==> src/design/q2e_pkg.sv <==
// ============================================================================
// q2e_pkg: shared types and constants for the quaternion to Euler converter
// Item structs, fixed-point widths and the CORDIC arctangent table.
// ============================================================================
`default_nettype none

package q2e_pkg;

  // Field and fraction widths
  localparam int DataWidth   = 16;              // Q3.13 in and out
  localparam int CordicSteps = 16;              // default CORDIC length
  localparam int ThrWidth    = 20;              // threshold, unsigned Q0.20
  localparam int FracBits    = 20;              // pitch sine, Q0.20
  localparam int QueueDepth  = 4;

  localparam logic [ThrWidth-1:0] ThrReset = {ThrWidth{1'b1}};

  // Derived widths
  localparam int ProdW     = 2 * DataWidth;     // one component product
  localparam int CordIn    = 2 * DataWidth + 2; // atan2 operand
  localparam int NormW     = 2 * DataWidth + 1; // sum of squares
  localparam int QuotW     = FracBits + 1;      // |sine| up to 1.0
  localparam int SineW     = FracBits + 2;      // signed sine
  localparam int DivW      = NormW + FracBits;  // divider remainder
  localparam int AngW      = 36;                // Q30 angle accumulator
  localparam int NormBit   = 40;                // CORDIC operand scale 2^40
  localparam int NormStages = $clog2(NormBit + 1);
  localparam int CordW     = ((CordIn > NormBit + 1) ? CordIn : NormBit + 1) + 4;
  localparam int SqrtSteps = NormBit / 2 + 1;
  localparam int SqrtW     = NormBit + 2;
  localparam int OutShift  = 30 - (DataWidth - 3);

  localparam logic signed [AngW-1:0] PiQ30     = 36'sd3373259426;
  localparam logic signed [AngW-1:0] HalfPiQ30 = 36'sd1686629713;

  typedef enum logic [1:0] {
    POLE_NONE = 2'd0,
    POLE_NEG  = 2'd1,
    POLE_POS  = 2'd2
  } pole_e;

  // Input item
  typedef struct packed {
    logic signed [DataWidth-1:0] quat_w;
    logic signed [DataWidth-1:0] quat_x;
    logic signed [DataWidth-1:0] quat_y;
    logic signed [DataWidth-1:0] quat_z;
  } quat_t;

  // Result item
  typedef struct packed {
    logic signed [DataWidth-1:0] roll_angle;
    logic signed [DataWidth-1:0] pitch_angle;
    logic signed [DataWidth-1:0] yaw_angle;
    pole_e                       pole_case;
    logic                        zero_norm;
  } euler_t;

  // Classified item, front to back
  typedef struct packed {
    logic signed [SineW-1:0]  sine;
    pole_e                    pole_case;
    logic                     zero_norm;
    logic signed [CordIn-1:0] roll_y;
    logic signed [CordIn-1:0] roll_x;
    logic signed [CordIn-1:0] yaw_y;
    logic signed [CordIn-1:0] yaw_x;
  } mid_t;

  // atan(2^-i) in Q30, truncated
  function automatic logic signed [AngW-1:0] atan_q30(input int unsigned i);
    logic signed [AngW-1:0] v;
    case (i)
      0:  v = 36'sd843314856;
      1:  v = 36'sd497837829;
      2:  v = 36'sd263043836;
      3:  v = 36'sd133525158;
      4:  v = 36'sd67021686;
      5:  v = 36'sd33543515;
      6:  v = 36'sd16775850;
      7:  v = 36'sd8388437;
      8:  v = 36'sd4194282;
      9:  v = 36'sd2097149;
      10: v = 36'sd1048575;
      11: v = 36'sd524287;
      default: begin
        if (i < 30) v = (AngW'(1) <<< (30 - i)) - AngW'(1);
        else v = '0;
      end
    endcase
    return v;
  endfunction

endpackage

`default_nettype wire

==> src/design/q2e_fifo.sv <==
// ============================================================================
// q2e_fifo: small register queue
// Holds items between pipeline sections; read data is the head entry.
// ============================================================================
`default_nettype none

module q2e_fifo #(
  parameter type         item_t = logic,
  parameter int unsigned DEPTH  = q2e_pkg::QueueDepth
) (
  input  wire   clk_i,
  input  wire   rst_ni,
  input  wire   push_i,
  input  item_t wdata_i,
  output logic  full_o,
  input  wire   pop_i,
  output item_t rdata_o,
  output logic  empty_o
);

  localparam int AW = (DEPTH > 1) ? $clog2(DEPTH) : 1;
  localparam int CW = $clog2(DEPTH + 1);

  item_t         mem_q [DEPTH];
  logic [AW-1:0] wr_ptr_q, rd_ptr_q;
  logic [CW-1:0] cnt_q;
  logic          do_push, do_pop;

  assign full_o  = (cnt_q == CW'(DEPTH));
  assign empty_o = (cnt_q == '0);
  assign do_push = push_i && !full_o;
  assign do_pop  = pop_i && !empty_o;
  assign rdata_o = mem_q[rd_ptr_q];

  // Storage
  always_ff @(posedge clk_i) begin
    if (do_push) mem_q[wr_ptr_q] <= wdata_i;
  end

  // Pointers and fill count
  always_ff @(posedge clk_i or negedge rst_ni) begin
    if (!rst_ni) begin
      wr_ptr_q <= '0;
      rd_ptr_q <= '0;
      cnt_q    <= '0;
    end else begin
      if (do_push) wr_ptr_q <= (wr_ptr_q == AW'(DEPTH - 1)) ? '0 : wr_ptr_q + 1'b1;
      if (do_pop)  rd_ptr_q <= (rd_ptr_q == AW'(DEPTH - 1)) ? '0 : rd_ptr_q + 1'b1;
      if (do_push && !do_pop) cnt_q <= cnt_q + 1'b1;
      else if (do_pop && !do_push) cnt_q <= cnt_q - 1'b1;
    end
  end

  a_cnt_bound: assert property (@(posedge clk_i) disable iff (!rst_ni)
    cnt_q <= CW'(DEPTH)) else $error("queue count past depth");

  a_push_fills: assert property (@(posedge clk_i) disable iff (!rst_ni)
    do_push |=> !empty_o) else $error("queue empty after push");

  a_last_pop: assert property (@(posedge clk_i) disable iff (!rst_ni)
    (do_pop && !do_push && cnt_q == CW'(1)) |=> empty_o)
    else $error("queue not empty after last pop");

endmodule

`default_nettype wire

==> config.mk <==
export PLATFORM = sky130hd
export DESIGN_NAME = q2e_fifo
export DESIGN_NICKNAME = d
export VERILOG_FILES = /design/src/design/q2e_pkg.sv /design/src/design/q2e_fifo.sv
export SDC_FILE = /design/constraint.sdc
export NUM_CORES = 1
export LEC_CHECK = 0
export CAP_MARGIN = 20
export CELL_PAD_IN_SITES_DETAIL_PLACEMENT = 1
export CELL_PAD_IN_SITES_GLOBAL_PLACEMENT = 1
export CORE_AREA = 5 5 42 44
export DETAILED_ROUTE_END_ITERATION = 16
export DIE_AREA = 0 0 47 49
export DONT_BUFFER_PORTS = 1
export PLACE_DENSITY_LB_ADDON = 0.3
export SYNTH_ARGS = -nofsm -noshare
export SYNTH_HDL_FRONTEND = slang
export SYNTH_SLANG_ARGS = --single-unit
==> constraint.sdc <==
create_clock -name clk_i -period 5.3 [get_ports clk_i]
set_clock_uncertainty 0.15 [all_clocks]
set_input_delay 0.265 -clock clk_i [delete_from_list [all_inputs] [get_ports clk_i]]
set_output_delay 0.265 -clock clk_i [all_outputs]
set_load 0.02 [all_outputs]
* After elaboration in Yosys (flattened, before gate mapping)
Memories as Yosys holds them, arrays and structs flattened. Index checks and enable logic that the tools add are counted.
Word-level totals: bits in registers 7, bits in writable memories 4, bits of input ports 5, output and inout port bits 3, logic and storage cells 27, memories kept 1
Memories:
- mem_q | depth 4, bits a word 1, read ports 1, clocked after memory_dff 0, wr ports 1, line q2e_fifo.sv:24 | item_t mem_q [DEPTH];
Cells by class: add/sub/neg operators 4, equality and inequality tests 3, muxes and demuxes 6, reductions and logical operators 10
Operators with widths (count):
- 3-bit two-way mux | 2
- 2-bit by 1-bit adder with 2-bit output (second input constant) | 2
- 2-bit == test (second input constant) | 2
- 1-bit logical AND | 4
- 1-bit zero test | 4
- 2-bit two-way mux | 2
- 3-bit by 1-bit adder with 3-bit output (second input constant) | 1
- 3-bit == test (second input constant) | 1
- 3-bit zero test | 1
- 3-bit by 1-bit subtractor with 3-bit output (second input constant) | 1
- 1-bit two-way mux | 2
- 2-bit nonzero test | 1

* Depth between registers and ports, before layout
word-level depth 7, depth in mapped cells 9, mapped depth without buffers 8

* Least setup slack after synthesis
OpenSTA, ideal clock, no wires.
kind register to register, from register cnt_q[0], to register cnt_q[2], arrival time 2.203 ns, required time 5.071 ns, slack 2.867 ns, cell stages (with the launch flop) 9, path buffers 0, period minus slack after synthesis 2.433 ns, path through dfrtp_1 nor3_1 nand2b_2 ha_1 inv_1 fa_1 xor2_1 nor2_1 xor2_1
Between the ends: cells in the longest elaborated chain, start to end 6
RTL lines:
- start, declared | line q2e_fifo.sv:26 | logic [CW-1:0] cnt_q;
- start signal, assigned | line q2e_fifo.sv:49 | if (do_push && !do_pop) cnt_q <= cnt_q + 1'b1;
- start signal, assigned | line q2e_fifo.sv:50 | else if (do_pop && !do_push) cnt_q <= cnt_q - 1'b1;
- 3-bit zero test (*) | line q2e_fifo.sv:30 | assign empty_o = (cnt_q == '0);
- named net empty_o | line q2e_fifo.sv:18 | output logic empty_o
- 1-bit zero test (*) | line q2e_fifo.sv:32 | assign do_pop = pop_i && !empty_o;
- 1-bit logical AND (*) | line q2e_fifo.sv:32
- 1-bit zero test | line q2e_fifo.sv:49
- 1-bit logical AND | line q2e_fifo.sv:49
- 3-bit two-way mux or 2-bit nonzero test (tied branches)
Mark *: on every way through the listed nets, which the timed path passes. The rest lies on a longest branch. The select of a mux whose other input is x is not followed. A chain may end at the register's enable or synchronous reset.

* Worst setup path in the final report
Ends and elaborated chain as after synthesis.

==> qor.yml <==
crit_slowest_cell: "nor3_1"
core_sq_mm: 0.00140
dp_hpwl_microns: 797
die_y_microns: 49
p_leak_nw: 0.285
r2r_setup_slack_ps: 2620
comb_power_share_pct: 42.7
grt_max_degree: 8
grt_pass1_vias: 360
syn_area_per_cell_sq_um: 14.3
dpl-instance-area_sq_um: 608
fill_cells: 150
min_to: "rd_ptr_q[1]"
cp-end-kind: "flip-flop"
gp_congestion: 0.640
viasPerCell: 5.10
fp.dieW_microns: 47
rows: 14
hold_path.class: "input pin to flip-flop"
crit_path_start_kind: "flip-flop"
setup_ws_ps: 2620
place_inst: 57
synth_cell_type_count: 17
yosys_warnings: 0
crit_arrival_ps: 2730
synth_cells: 42
grt.met2_usage_pct: 17.0
rsz0062_at_grt: "no"
root_buffer: "clkbuf_4"
io_buffer_count: 0
cp_top_family: "simple AND/OR/NAND/NOR gates"
status: "completed"
ys_seq_area_share_pct: 49.3
relSlewSlack_pct: 49.7
postCtsSetupBuffers: 0
syn_area_sq_um: 599
final_cell_mix: "dfrtp_1 (7), ha_1 (6), and2_2 (4), edfxtp_1 (4)"
switching_share_pct: 37.2
clock_latency_ps: 280
maxCapViolCount: 0
antenna_found_initial: 0
use_met1_pct: 10.9
synth_seq_cells: 11
worstSetupPathType: "flip-flop to flip-flop"
fmax_mhz: 373
tightest_slew_ps: 748
antenna_cells: 0
die-area_sq_mm: 0.00230
grt.total_usage_pct: 10.9
drive_gt1_share_pct: 31.9
h-tree-depth: 1
finalSetupViolCount: 0
regToRegEndpoint: "cnt_q[2]"
grt_overflow_total: 0
route.vias.total: 321
grt_pass1_wl_microns: 1640
start_util_pct: 42.8
drcViolationCount: 0
finalNonFillerCells: 63
cts_buffers: 3
r2r_start: "cnt_q[0]"
syn_nets: 54
drt_pre_antenna_iters: 4
ios: 8
grtUsageMet3_pct: 4.43
internal_power_uw: 242
cpMostUsedCell: "xor2_1"
crit_chain: "nor3_1 > nand2b_2 > ha_1 > inv_1 > fa_1 > xor2_1 > nor2_1 > xor2_1"
min-delay-start: "pop_i"
finalCritPeriodShare_pct: 50.6
wl_microns: 979
seqPwrFrac_pct: 41.9
cp_max_fo: 4
clkPwrFrac_pct: 15.3
holdWs_ps: 124
clock_path_buffers: 2
path_buf_inv: 1
pre_cts_slack_ps: 2580
postRouteAntennaNets: 0
rr_worst_depth: 8
design_area_sq_um: 654
drv_slew: 0
cts_tree: "built"
ir_drop_v: 0.000229
cts_sinks: 11
busiest_layer: "met2"
finalCriticalPeriod_ps: 2680
worstHoldPathCells: 2
required_ps: 5350
slowest_delay_ps: 650
clk_pin_slew_worst_paths_ps: 70
drtIter0Drc: 3
routedWlPerCell_microns: 15.5
final_common_cell: "dfrtp_1"
fin_tns_setup_ps: 0
power.switching_uw: 143
cp_num_cells: 8
power_density_mw_per_mm2: 588
syn2layout_area_growth_pct: 9.19
hold_viol: 0
final_nets: 60
what timing repair did:
action                                 4_1_cts  5_1_grt
hold buffers                                 2        0
resized for setup                            0        0
endpoints found under the hold margin       11        0
final cells by class:
cell class | count | area [sq um] | share of cell area [%]
Timing Repair Buffer | 2 | 20.0 | 3.06
Clock buffer | 4 | 26.3 | 4.02
Tap cell | 16 | 20.0 | 3.06
Sequential cell | 11 | 295 | 45.1
Inverter | 3 | 11.3 | 1.72
Multi-Input combinational cell | 27 | 282 | 43.0
Yosys cell counts (all sizes together):
cell type | n | area share (%)
nand2b | 1 | 1.5
nor3b | 1 | 2.1
fa | 1 | 3.3
xor2 | 2 | 2.9
mux2 | 5 | 11
nor2b | 1 | 1.0
nor3 | 1 | 0.83
and2 | 4 | 5.0
ha | 6 | 13
xnor2 | 1 | 1.5
edfxtp | 4 | 20
buf | 1 | 1.9
mux4 | 1 | 3.8
nor2 | 3 | 1.9
inv | 3 | 1.9
dfrtp | 7 | 29
kinds of logic (layout without fill, tap and decap cells):
group	after synthesis	after routing	synth area share [%]
XOR/XNOR	3	3	4.38
adder cells (fa/ha/maj)	7	7	15.9
buffers and inverters	4	9	3.76
flip-flops	11	11	49.3
multiplexers	6	6	14.4
AND/OR/NAND/NOR	11	11	12.3
sequential cells by signal, indices dropped and copies added (netlist names):
| register | count |
|---|---|
| mem_q | 4 |
| rd_ptr_q | 2 |
| cnt_q | 3 |
| wr_ptr_q | 2 |
how the worst max path moves through the flow:
stage	slack, ps	endpoint	start
2_1_floorplan	2870	cnt_q[2]	cnt_q[0]
3_3_place_gp	2740	cnt_q[2]	cnt_q[0]
3_5_place_dp	2580	cnt_q[2]	cnt_q[0]
4_1_cts	2560	cnt_q[2]	cnt_q[0]
5_1_grt	2440	cnt_q[2]	cnt_q[0]
6_report	2620	cnt_q[2]	cnt_q[0]
power groups by stage:
stage	clock (mW)	sequential, mW	combinational [mW]
final	0.0590	0.161	0.164
after floorplan	0	0.154	0.140
after CTS	0.0597	0.162	0.169
after global routing	0.0642	0.166	0.185
after global placement	0	0.159	0.148
after detailed placement	0	0.163	0.166
metrics by stage:
| step | power (mW) | util (%) |
|---|---|---|
| 6_report | 0.385 | 46.7 |
| 4_1_cts | 0.391 | 46.7 |
| 3_3_place_gp | 0.307 | 43.4 |
| 3_5_place_dp | 0.329 | 43.4 |
| 2_1_floorplan | 0.294 | - |
| 5_1_grt | 0.415 | 46.7 |
per-layer routing:
layer / wire length (microns) / vias to the layer above
met5: 0 / -
met4: 30 / 0
li1: - / 149
met3: 36 / 3
met2: 528 / 6
met1: 383 / 163
No activity file was read; power rests on OpenSTA's default activity.
